### src/sv/hpq_pkg.sv
// Shared types, codes and constants for the binary max-heap priority queue.
package hpq_pkg;

    // Default number of heap slots.
    localparam int HEAP_DEPTH_DEFAULT = 32;

    // Field widths of the transaction payloads.
    localparam int VALUE_W  = 32;
    localparam int STATUS_W = 2;
    localparam int OCC_W    = 6;

    // Operation codes.
    localparam logic OP_INSERT  = 1'b0;
    localparam logic OP_EXTRACT = 1'b1;

    // Result status codes.
    localparam logic [STATUS_W-1:0] STATUS_OK    = 2'd0;
    localparam logic [STATUS_W-1:0] STATUS_FULL  = 2'd1;
    localparam logic [STATUS_W-1:0] STATUS_EMPTY = 2'd2;

    // Input transaction payload.
    typedef struct packed {
        logic                      op;
        logic signed [VALUE_W-1:0] value_in;
    } in_item_t;

    // Result transaction payload.
    typedef struct packed {
        logic signed [VALUE_W-1:0] value_out;
        logic [STATUS_W-1:0]       status;
        logic [OCC_W-1:0]          occupancy;
    } out_item_t;

    // Sequencer states.
    typedef enum logic [2:0] {
        ST_IDLE,
        ST_UP_CMP,
        ST_UP_FIN,
        ST_EX_LOAD,
        ST_DN_LEFT,
        ST_DN_RIGHT,
        ST_DN_FIN,
        ST_DONE
    } seq_state_t;

endpackage

### src/sv/hpq_mem.sv
// Heap storage: one write port and two read ports with registered read data.
module hpq_mem #(
    parameter int DEPTH  = hpq_pkg::HEAP_DEPTH_DEFAULT,
    parameter int ADDR_W = $clog2(hpq_pkg::HEAP_DEPTH_DEFAULT)
) (
    input  logic                              aclk,
    input  logic                              we,
    input  logic [ADDR_W-1:0]                 waddr,
    input  logic signed [hpq_pkg::VALUE_W-1:0] wdata,
    input  logic                              re0,
    input  logic [ADDR_W-1:0]                 raddr0,
    output logic signed [hpq_pkg::VALUE_W-1:0] rdata0,
    input  logic                              re1,
    input  logic [ADDR_W-1:0]                 raddr1,
    output logic signed [hpq_pkg::VALUE_W-1:0] rdata1
);

    logic signed [hpq_pkg::VALUE_W-1:0] mem [DEPTH];

    // Write port.
    always_ff @(posedge aclk) begin
        if (we) begin
            mem[waddr] <= wdata;
        end
    end

    // Read ports; data holds until the next read on that port.
    always_ff @(posedge aclk) begin
        if (re0) begin
            rdata0 <= mem[raddr0];
        end
        if (re1) begin
            rdata1 <= mem[raddr1];
        end
    end

endmodule

### src/sv/hpq_seq.sv
// Sequencer for sift-up and sift-down around one shared signed comparator.
module hpq_seq #(
    parameter int HEAP_DEPTH = hpq_pkg::HEAP_DEPTH_DEFAULT
) (
    input  logic               aclk,
    input  logic               aresetn,
    input  logic               s_valid,
    output logic               s_ready,
    input  hpq_pkg::in_item_t  s_data,
    input  logic               out_free,
    output logic               res_valid,
    output hpq_pkg::out_item_t res
);

    localparam int ADDR_W = $clog2(HEAP_DEPTH);
    localparam int CNT_W  = $clog2(HEAP_DEPTH + 1);
    localparam int IDX_W  = ADDR_W + 1;
    localparam int VW     = hpq_pkg::VALUE_W;

    // Parent slot of a nonzero slot.
    function automatic logic [ADDR_W-1:0] parent_of(input logic [ADDR_W-1:0] p);
        parent_of = (p - ADDR_W'(1)) >> 1;
    endfunction

    // Left and right child slots, one bit wider than a slot address.
    function automatic logic [IDX_W-1:0] left_of(input logic [ADDR_W-1:0] p);
        left_of = {p, 1'b1};
    endfunction

    function automatic logic [IDX_W-1:0] right_of(input logic [ADDR_W-1:0] p);
        right_of = {p, 1'b1} + IDX_W'(1);
    endfunction

    hpq_pkg::seq_state_t state_reg, state_next;

    logic [CNT_W-1:0]            count_reg, count_next;
    logic [ADDR_W-1:0]           pos_reg, pos_next;
    logic signed [VW-1:0]        val_reg, val_next;
    logic                        best_left_reg, best_left_next;
    logic signed [VW-1:0]        best_val_reg, best_val_next;
    logic signed [VW-1:0]        res_val_reg, res_val_next;
    logic [hpq_pkg::STATUS_W-1:0] res_status_reg, res_status_next;

    // Memory port signals.
    logic                 mem_we, mem_re0, mem_re1;
    logic [ADDR_W-1:0]    mem_waddr, mem_raddr0, mem_raddr1;
    logic signed [VW-1:0] mem_wdata, mem_rdata0, mem_rdata1;

    // Shared comparator.
    logic signed [VW-1:0] cmp_a, cmp_b;
    logic                 cmp_gt;

    // Helper terms.
    logic                 accept;
    logic                 is_full, is_empty;
    logic [ADDR_W-1:0]    cnt_addr, par_cur, par_up;
    logic [IDX_W-1:0]     cnt_ext, dn_right;
    logic                 ins_at_root, up_root, ex_has_left;
    logic                 take_right, dn_move, dn_has_left;
    logic [ADDR_W-1:0]    dn_idx;
    logic [IDX_W-1:0]     root_left, root_right;
    logic [IDX_W-1:0]     dn_left, dn_next_left, dn_next_right;

    hpq_mem #(
        .DEPTH  (HEAP_DEPTH),
        .ADDR_W (ADDR_W)
    ) u_mem (
        .aclk   (aclk),
        .we     (mem_we),
        .waddr  (mem_waddr),
        .wdata  (mem_wdata),
        .re0    (mem_re0),
        .raddr0 (mem_raddr0),
        .rdata0 (mem_rdata0),
        .re1    (mem_re1),
        .raddr1 (mem_raddr1),
        .rdata1 (mem_rdata1)
    );

    // Compare unit and the terms that steer the sequence.
    assign cmp_gt        = cmp_a > cmp_b;
    assign accept        = s_valid && (state_reg == hpq_pkg::ST_IDLE);
    assign is_full       = (count_reg == CNT_W'(HEAP_DEPTH));
    assign is_empty      = (count_reg == '0);
    assign cnt_addr      = count_reg[ADDR_W-1:0];
    assign cnt_ext       = IDX_W'(count_reg);
    assign ins_at_root   = (cnt_addr == '0);
    assign par_cur       = parent_of(pos_reg);
    assign par_up        = parent_of(par_cur);
    assign up_root       = (par_cur == '0);
    assign ex_has_left   = (IDX_W'(1) < cnt_ext);
    assign root_left     = left_of('0);
    assign root_right    = right_of('0);
    assign dn_left       = left_of(pos_reg);
    assign dn_right      = right_of(pos_reg);
    assign take_right    = (dn_right < cnt_ext) && cmp_gt;
    assign dn_move       = take_right || best_left_reg;
    assign dn_idx        = take_right ? dn_right[ADDR_W-1:0] : dn_left[ADDR_W-1:0];
    assign dn_next_left  = left_of(dn_idx);
    assign dn_next_right = right_of(dn_idx);
    assign dn_has_left   = (dn_next_left < cnt_ext);

    // Next state.
    always_comb begin
        state_next = state_reg;
        case (state_reg)
            hpq_pkg::ST_IDLE: begin
                if (s_valid) begin
                    case (s_data.op)
                        hpq_pkg::OP_INSERT: begin
                            if (is_full || ins_at_root) begin
                                state_next = hpq_pkg::ST_DONE;
                            end else begin
                                state_next = hpq_pkg::ST_UP_CMP;
                            end
                        end
                        hpq_pkg::OP_EXTRACT: begin
                            if (is_empty) begin
                                state_next = hpq_pkg::ST_DONE;
                            end else begin
                                state_next = hpq_pkg::ST_EX_LOAD;
                            end
                        end
                        default: state_next = hpq_pkg::ST_IDLE;
                    endcase
                end
            end
            hpq_pkg::ST_UP_CMP: begin
                if (!cmp_gt) begin
                    state_next = hpq_pkg::ST_DONE;
                end else if (up_root) begin
                    state_next = hpq_pkg::ST_UP_FIN;
                end
            end
            hpq_pkg::ST_UP_FIN: state_next = hpq_pkg::ST_DONE;
            hpq_pkg::ST_EX_LOAD: begin
                if (is_empty || !ex_has_left) begin
                    state_next = hpq_pkg::ST_DONE;
                end else begin
                    state_next = hpq_pkg::ST_DN_LEFT;
                end
            end
            hpq_pkg::ST_DN_LEFT: state_next = hpq_pkg::ST_DN_RIGHT;
            hpq_pkg::ST_DN_RIGHT: begin
                if (!dn_move) begin
                    state_next = hpq_pkg::ST_DONE;
                end else if (dn_has_left) begin
                    state_next = hpq_pkg::ST_DN_LEFT;
                end else begin
                    state_next = hpq_pkg::ST_DN_FIN;
                end
            end
            hpq_pkg::ST_DN_FIN: state_next = hpq_pkg::ST_DONE;
            hpq_pkg::ST_DONE: begin
                if (out_free) begin
                    state_next = hpq_pkg::ST_IDLE;
                end
            end
            default: state_next = hpq_pkg::ST_IDLE;
        endcase
    end

    // Memory controls, comparator operands and handshake outputs.
    always_comb begin
        s_ready    = 1'b0;
        res_valid  = 1'b0;
        mem_we     = 1'b0;
        mem_waddr  = pos_reg;
        mem_wdata  = val_reg;
        mem_re0    = 1'b0;
        mem_raddr0 = par_up;
        mem_re1    = 1'b0;
        mem_raddr1 = '0;
        cmp_a      = val_reg;
        cmp_b      = mem_rdata0;
        case (state_reg)
            hpq_pkg::ST_IDLE: begin
                s_ready = 1'b1;
                if (accept) begin
                    case (s_data.op)
                        hpq_pkg::OP_INSERT: begin
                            if (!is_full && ins_at_root) begin
                                mem_we    = 1'b1;
                                mem_waddr = '0;
                                mem_wdata = s_data.value_in;
                            end else if (!is_full) begin
                                mem_re0    = 1'b1;
                                mem_raddr0 = parent_of(cnt_addr);
                            end
                        end
                        hpq_pkg::OP_EXTRACT: begin
                            if (!is_empty) begin
                                mem_re0    = 1'b1;
                                mem_raddr0 = '0;
                                mem_re1    = 1'b1;
                                mem_raddr1 = cnt_addr - ADDR_W'(1);
                            end
                        end
                        default: mem_re0 = 1'b0;
                    endcase
                end
            end
            hpq_pkg::ST_UP_CMP: begin
                // The new value climbs while it beats its parent.
                cmp_a  = val_reg;
                cmp_b  = mem_rdata0;
                mem_we = 1'b1;
                if (cmp_gt) begin
                    mem_wdata = mem_rdata0;
                    if (!up_root) begin
                        mem_re0    = 1'b1;
                        mem_raddr0 = par_up;
                    end
                end
            end
            hpq_pkg::ST_UP_FIN: begin
                mem_we = 1'b1;
            end
            hpq_pkg::ST_EX_LOAD: begin
                // The last entry moves to the root.
                if (!is_empty && !ex_has_left) begin
                    mem_we    = 1'b1;
                    mem_waddr = '0;
                    mem_wdata = mem_rdata1;
                end else if (!is_empty) begin
                    mem_re0    = 1'b1;
                    mem_raddr0 = root_left[ADDR_W-1:0];
                    mem_re1    = 1'b1;
                    mem_raddr1 = root_right[ADDR_W-1:0];
                end
            end
            hpq_pkg::ST_DN_LEFT: begin
                cmp_a = mem_rdata0;
                cmp_b = val_reg;
            end
            hpq_pkg::ST_DN_RIGHT: begin
                // Swap with the larger child, or settle here.
                cmp_a  = mem_rdata1;
                cmp_b  = best_val_reg;
                mem_we = 1'b1;
                if (dn_move) begin
                    mem_wdata = take_right ? mem_rdata1 : best_val_reg;
                    if (dn_has_left) begin
                        mem_re0    = 1'b1;
                        mem_raddr0 = dn_next_left[ADDR_W-1:0];
                        mem_re1    = 1'b1;
                        mem_raddr1 = dn_next_right[ADDR_W-1:0];
                    end
                end
            end
            hpq_pkg::ST_DN_FIN: begin
                mem_we = 1'b1;
            end
            hpq_pkg::ST_DONE: begin
                res_valid = out_free;
            end
            default: s_ready = 1'b0;
        endcase
    end

    // Datapath register updates.
    always_comb begin
        count_next      = count_reg;
        pos_next        = pos_reg;
        val_next        = val_reg;
        best_left_next  = best_left_reg;
        best_val_next   = best_val_reg;
        res_val_next    = res_val_reg;
        res_status_next = res_status_reg;
        case (state_reg)
            hpq_pkg::ST_IDLE: begin
                if (accept) begin
                    res_val_next    = '0;
                    res_status_next = hpq_pkg::STATUS_OK;
                    val_next        = s_data.value_in;
                    case (s_data.op)
                        hpq_pkg::OP_INSERT: begin
                            if (is_full) begin
                                res_status_next = hpq_pkg::STATUS_FULL;
                            end else begin
                                count_next = count_reg + CNT_W'(1);
                                pos_next   = cnt_addr;
                            end
                        end
                        hpq_pkg::OP_EXTRACT: begin
                            if (is_empty) begin
                                res_status_next = hpq_pkg::STATUS_EMPTY;
                            end else begin
                                count_next = count_reg - CNT_W'(1);
                            end
                        end
                        default: count_next = count_reg;
                    endcase
                end
            end
            hpq_pkg::ST_UP_CMP: begin
                if (cmp_gt) begin
                    pos_next = par_cur;
                end
            end
            hpq_pkg::ST_EX_LOAD: begin
                res_val_next = mem_rdata0;
                val_next     = mem_rdata1;
                pos_next     = '0;
            end
            hpq_pkg::ST_DN_LEFT: begin
                best_left_next = cmp_gt;
                best_val_next  = cmp_gt ? mem_rdata0 : val_reg;
            end
            hpq_pkg::ST_DN_RIGHT: begin
                if (dn_move) begin
                    pos_next = dn_idx;
                end
            end
            default: pos_next = pos_reg;
        endcase
    end

    // Registers.
    always_ff @(posedge aclk) begin
        if (!aresetn) begin
            state_reg <= hpq_pkg::ST_IDLE;
            count_reg <= '0;
        end else begin
            state_reg <= state_next;
            count_reg <= count_next;
        end
        pos_reg        <= pos_next;
        val_reg        <= val_next;
        best_left_reg  <= best_left_next;
        best_val_reg   <= best_val_next;
        res_val_reg    <= res_val_next;
        res_status_reg <= res_status_next;
    end

    // Result payload; occupancy wraps to the field width.
    assign res.value_out = res_val_reg;
    assign res.status    = res_status_reg;
    assign res.occupancy = hpq_pkg::OCC_W'(count_reg);

endmodule

### src/sv/max_heap_priority_queue.sv
// Top level of the binary max-heap priority queue with its output register.
//
// A bounded max-heap of signed 32-bit values held in a two-read, one-write
// memory. Each input transaction is an insert or an extract-maximum and
// yields exactly one result transaction carrying the extracted value, a
// status and the occupancy. The block takes one transaction at a time. An
// insert into a full or an empty heap and an extract from an empty heap go
// straight to the done state; any other insert compares the value with its
// parent in ST_UP_CMP, level by level, until it no longer beats the parent
// or ST_UP_FIN writes it at the root. An extract loads the root and the last
// entry in ST_EX_LOAD; unless at most one entry is left, the moved entry then
// descends through ST_DN_LEFT and ST_DN_RIGHT at each level until it settles
// above its children or ST_DN_FIN writes it in a slot without children. Each
// level waits for a registered memory read, and the single comparator
// decides the left and right child in separate states. A finished result
// sits in the output register, and the next transaction is taken while it
// waits; if that register is still full when the next result is ready, the
// block holds in its done state until the result side drains it.
module max_heap_priority_queue #(
    parameter int HEAP_DEPTH = hpq_pkg::HEAP_DEPTH_DEFAULT
) (
    input  logic               aclk,
    input  logic               aresetn,
    input  logic               s_valid,
    output logic               s_ready,
    input  hpq_pkg::in_item_t  s_data,
    output logic               m_valid,
    input  logic               m_ready,
    output hpq_pkg::out_item_t m_data
);

    logic               out_free;
    logic               res_valid;
    hpq_pkg::out_item_t res;
    logic               m_valid_reg, m_valid_next;
    hpq_pkg::out_item_t m_data_reg, m_data_next;

    hpq_seq #(
        .HEAP_DEPTH (HEAP_DEPTH)
    ) u_seq (
        .aclk      (aclk),
        .aresetn   (aresetn),
        .s_valid   (s_valid),
        .s_ready   (s_ready),
        .s_data    (s_data),
        .out_free  (out_free),
        .res_valid (res_valid),
        .res       (res)
    );

    // Output register: free when empty or being drained this cycle.
    assign out_free = !m_valid_reg || m_ready;

    always_comb begin
        m_valid_next = m_valid_reg;
        m_data_next  = m_data_reg;
        if (res_valid) begin
            m_valid_next = 1'b1;
            m_data_next  = res;
        end else if (m_ready) begin
            m_valid_next = 1'b0;
        end
    end

    always_ff @(posedge aclk) begin
        if (!aresetn) begin
            m_valid_reg <= 1'b0;
        end else begin
            m_valid_reg <= m_valid_next;
        end
        m_data_reg <= m_data_next;
    end

    assign m_valid = m_valid_reg;
    assign m_data  = m_data_reg;

    // One transaction at a time: the block is busy right after it accepts one.
    a_busy_after_accept: assert property (@(posedge aclk) disable iff (!aresetn)
        s_valid && s_ready |=> !s_ready)
        else $error("input accepted while a transaction was still in progress");

    // A full report means the heap holds exactly its depth.
    a_full_occupancy: assert property (@(posedge aclk) disable iff (!aresetn)
        m_valid && (m_data.status == hpq_pkg::STATUS_FULL)
            |-> (m_data.occupancy == hpq_pkg::OCC_W'(HEAP_DEPTH))
                && (m_data.value_out == '0))
        else $error("full status with wrong occupancy or value");

    // An empty report means nothing is stored.
    a_empty_occupancy: assert property (@(posedge aclk) disable iff (!aresetn)
        m_valid && (m_data.status == hpq_pkg::STATUS_EMPTY)
            |-> (m_data.occupancy == '0) && (m_data.value_out == '0))
        else $error("empty status with nonzero occupancy or value");

endmodule
### config.mk
export PLATFORM = sky130hd
export DESIGN_NAME = max_heap_priority_queue
export DESIGN_NICKNAME = d
export VERILOG_FILES = /design/src/sv/hpq_pkg.sv /design/src/sv/hpq_mem.sv /design/src/sv/hpq_seq.sv /design/src/sv/max_heap_priority_queue.sv
export SDC_FILE = /design/constraint.sdc
export NUM_CORES = 2
export LEC_CHECK = 0
export BUFFER_PORTS_ARGS = -buffer_cell sky130_fd_sc_hd__buf_2
export CAP_MARGIN = 20
export CORE_MARGIN = 1
export CORE_UTILIZATION = 30
export CTS_BUF_LIST = sky130_fd_sc_hd__clkbuf_8 sky130_fd_sc_hd__clkbuf_16
export CTS_CLUSTER_SIZE = 28
export DETAILED_ROUTE_END_ITERATION = 12
export MAX_ROUTING_LAYER = met4
export SLEW_MARGIN = 25
export SYNTH_ARGS = -nofsm -noshare
export SYNTH_HDL_FRONTEND = slang
export SYNTH_SLANG_ARGS = --single-unit
### constraint.sdc
create_clock -name aclk -period 12.7 [get_ports aclk]
set_clock_uncertainty 0.05 [all_clocks]
set_input_delay 2.54 -clock aclk [delete_from_list [all_inputs] [get_ports aclk]]
set_output_delay 2.54 -clock aclk [all_outputs]
set_load 0.02 [all_outputs]
==> run_results.csv <==
group,metric,value,unit
synth,synth_async_sr_flop_share,0,%
finish,finish.net_count,5173,
finish,nFillCells,20420,
synth,synth_cells,5181,
cts,clock_sink_count,1242,
sta,timing.final.crit_share,69.22,%
sta,final-hold-violation-count,0,
synth,ys_warn_count,0,
setup_path,worst-endpoint-required,13.22,ns
place,dp_hpwl,110800,um
setup_path,crit_path_end_kind,"register",
finish,area.growth.synth_to_final,12.65,%
place,gp_routability_congestion,0.8960,
setup_path,cp-start-kind,"register",
route,avgViaCountPerCell,5.680,
cts,cts_repair_resized_insts,0,
sta,final_setup_violation_count,0,
cts,post_cts_hold_buffer_count,0,
floorplanning,dieArea,212800,um2
synth,ys_seq_area_share,58.76,%
route,detailed_route_wire_length_per_cell,26.05,um
job,max-cap-violations,0,
floorplanning,initial_core_util,30.20,%
sta,rsz0062_at_grt,"false",
floorplanning,placementRows,168,
setup_path,timing.reg2reg.setup_slack,3.91,ns
floorplanning,die_y,461.4,um
min_path,hold_depth,0,
route,firstDrtPassIters,8,
setup_path,cp_data_arrival_time,9.31,ns
sta,worst-slew-pin-transition,1.209,ns
grt,antenna_found_initial,4,
cts,cts_root_buffer,"sky130_fd_sc_hd__clkbuf_16",
grt,grt_pass1_wl,299800,um
cts,cts.path.max_buffers,3,
floorplanning,ios,79,
cts,insertion_delay,0.79,ns
setup_path,path_max_fanout,143,
setup_path,r2r-end,"u_seq.u_mem.rdata0[11]",
cts,cts_htree_levels,4,
route,drt-total-wl,208400,um
min_path,hold_path_sink,"m_data[20]",
cts,clock_transition_at_the_registers_of_the_reported_paths,0.06,ns
sta,setup_total_negative_slack,0,ns
synth,postSynthAreaPerCell,12.22,um2
grt,grt.overflow.total,0,
synth,count_of_distinct_cell_types_in_the_synthesized_netlist,88,
grt,largest_net_degree_at_the_start_of_global_routing,173,
route,drcViolationCount,0,
floorplanning,fp.coreArea,209600,um2
sta,finalWorstSetupSlack,3.909,ns
route,postRouteAntennaNets,0,
synth,yosys_most_used_dff,"sky130_fd_sc_hd__edfxtp_1",
sta,maxSlewViolCount,0,
min_path,min-delay-start,"u_seq.res_val_reg[12]",
sta,hold_slack,0.3679,ns
synth,synth_enable_flop_cells,1232,
cts,cts_buffer_count,133,
finish,fraction_of_layout_cells_with_a_size_suffix_above_1,11.76,%
sta,clock.fmax,0.1138,GHz
cts,cts_tree,"yes",
grt,grtUsageTotal,19.61,%
sta,maxSlewHeadroom,19.40,%
route,num_vias,45440,
synth,syn-num-nets,5266,
min_path,min_path_type,"register to register",
route,detailedRoute.firstIterationViolations,5628,
place,port_buffers,78,
synth,ys_seq_elements,1242,
place,pre_cts_ws,4.087,ns
cts,postCtsSetupRepairBufs,0,
finish,sequential_cell_area,37200,um2
setup_path,regToRegStartpoint,"u_seq.state_reg[1]",
finish,finalCoreUtilization,34.03,%
finish,largest_reg_flops,1024,
finish,multi_input_comb_area,24800,um2
run_status,outcome,"completed",
setup_path,critPathKind,"register to register",
sta,min_period,8.791,ns
setup_path,timing.reg2reg.worst_path_depth,22,
grt,first_global_vias,43690,
synth,synthesis.area,63300,um2
floorplanning,die_w,461.4,um
final cells by class:
type | instances | area share, %
Antenna cell | 1 | 0.003509
Timing Repair Buffer | 188 | 1.997
Inverter | 16 | 0.08422
Tap cell | 2805 | 4.922
Clock inverter | 107 | 1.344
Multi-Input combinational cell | 3507 | 34.78
Clock buffer | 134 | 4.702
Sequential cell | 1242 | 52.17
worst max-delay path, stage by stage (launching register included):
cell and delay (ns):
sky130_fd_sc_hd__dfxtp_1 0.31, sky130_fd_sc_hd__buf_4 0.39, sky130_fd_sc_hd__nand2b_4 0.40, sky130_fd_sc_hd__buf_4 0.71, sky130_fd_sc_hd__o21ai_0 0.22, sky130_fd_sc_hd__ha_1 0.35
sky130_fd_sc_hd__a41o_1 0.24, sky130_fd_sc_hd__a21oi_1 0.13, sky130_fd_sc_hd__o2bb2ai_1 0.12, sky130_fd_sc_hd__o41a_4 0.50, sky130_fd_sc_hd__o31ai_4 0.39, sky130_fd_sc_hd__mux2i_1 0.46
sky130_fd_sc_hd__inv_1 0.10, sky130_fd_sc_hd__ha_1 0.31, sky130_fd_sc_hd__nand4_1 0.19, sky130_fd_sc_hd__o21ai_0 0.58, sky130_fd_sc_hd__nand2_1 0.32, sky130_fd_sc_hd__nor2_1 0.38
sky130_fd_sc_hd__a2bb2oi_4 0.40, sky130_fd_sc_hd__buf_12 0.46, sky130_fd_sc_hd__mux2_2 0.44, sky130_fd_sc_hd__a32o_1 0.24, sky130_fd_sc_hd__nor4_2 0.39
synthesized netlist by cell type (all sizes together) (4+ instances only):
cell	n	area [um2]
a32o	25	250.2
nor3	7	45.04
ha	48	600.6
xor2	7	68.82
nor2b	12	75.07
inv	15	56.31
dfxtp	10	200.2
and4	7	61.31
a31oi	67	419.2
o32ai	76	665.6
o32a	22	220.2
or2	6	37.54
a21boi	4	33.78
mux2	92	1036
nand3	12	60.06
nor4	28	352.8
a22oi	258	1937
and2	10	62.56
o21a	5	37.54
o31ai	4	43.79
nor2	130	490.5
nand4	15	108.9
o22a	5	43.79
o221ai	9	78.83
xnor2	11	96.34
nand2	891	3359
clkbuf	233	874.6
and3	100	625.6
a32oi	7	61.31
a221o	28	280.3
buf	183	1017
nand2b	9	58.81
o21ai	89	449.2
edfxtp	1232	37000
mux2i	908	9089
a211oi	59	447.9
a21oi	516	2582
through the flow:
stage,area [um2],instances
finish,71310,8000
global route,71310,8000
CTS,71300,7999
detailed placement,66990,7758
global placement,66850,7756
floorplan,63300,5181
worst max path at each step:
stage,from,endpoint,slack (ns),depth (start not counted)
global placement,u_seq.state_reg[1],u_seq.u_mem.rdata0[11],4.21,22
finish,u_seq.state_reg[1],u_seq.u_mem.rdata0[11],3.91,22
global route,u_seq.state_reg[1],u_seq.u_mem.rdata0[11],3.46,22
floorplan,u_seq.state_reg[1],u_seq.u_mem.rdata1[11],6.08,29
CTS,u_seq.state_reg[1],u_seq.u_mem.rdata0[11],4.08,22
detailed placement,u_seq.state_reg[1],u_seq.u_mem.rdata0[11],4.09,22
placed cells by master (no fill, tap or decap), types with 7 or more instances in the layout:
cell type,synthesis,final
sky130_fd_sc_hd__nor2b_1,12,10
sky130_fd_sc_hd__nand4_1,14,14
sky130_fd_sc_hd__o32a_1,22,22
sky130_fd_sc_hd__clkinv_2,0,19
sky130_fd_sc_hd__clkinv_1,1,28
sky130_fd_sc_hd__inv_1,13,39
sky130_fd_sc_hd__nand2_1,887,882
sky130_fd_sc_hd__nor2_4,0,36
sky130_fd_sc_hd__buf_4,23,94
sky130_fd_sc_hd__nor4_2,26,26
sky130_fd_sc_hd__o21ai_4,0,15
sky130_fd_sc_hd__a221o_1,28,28
sky130_fd_sc_hd__a32oi_1,7,7
sky130_fd_sc_hd__o21ai_0,86,59
sky130_fd_sc_hd__buf_12,0,15
sky130_fd_sc_hd__xnor2_1,11,11
sky130_fd_sc_hd__mux2i_1,908,908
sky130_fd_sc_hd__ha_1,48,48
sky130_fd_sc_hd__a22oi_1,258,257
sky130_fd_sc_hd__o32ai_1,76,76
sky130_fd_sc_hd__buf_2,123,78
sky130_fd_sc_hd__and2_1,10,9
sky130_fd_sc_hd__nor2_1,129,92
sky130_fd_sc_hd__nand2_2,3,7
sky130_fd_sc_hd__and3_1,100,99
sky130_fd_sc_hd__a21oi_1,516,512
sky130_fd_sc_hd__a211oi_1,58,58
sky130_fd_sc_hd__nand3_1,12,11
sky130_fd_sc_hd__nand2b_1,8,7
sky130_fd_sc_hd__a31oi_1,67,67
sky130_fd_sc_hd__mux2_2,92,92
sky130_fd_sc_hd__o21ai_2,1,13
sky130_fd_sc_hd__clkbuf_16,0,134
sky130_fd_sc_hd__a32o_1,25,25
sky130_fd_sc_hd__o221ai_1,9,9
sky130_fd_sc_hd__and4_1,7,7
sky130_fd_sc_hd__bufinv_16,0,12
sky130_fd_sc_hd__clkinv_8,0,7
sky130_fd_sc_hd__edfxtp_1,1232,1232
sky130_fd_sc_hd__dfxtp_1,10,9
logic make-up after synthesis:
group                    synth area share (%)
flip-flops                              58.76
AND/OR/NAND/NOR                         8.563
AO/OA/AOI/OAI                           12.39
multiplexers                            15.99
buffers and inverters                   3.084
adder cells (fa/ha/maj)                0.9488
XOR/XNOR                               0.2609
routing by layer:
layer | vias to the layer above | track usage [%] | share of wire, %
met5 | - | - | 0
met4 | 0 | 7.277 | 3.6
met3 | 454 | 2.775 | 8.5
met2 | 2294 | 31.35 | 47
met1 | 23030 | 25.16 | 41
li1 | 19660 | - | -
Power is not shown: default switching activity piles up to over one toggle a cycle in this logic, so the estimate is an artifact.
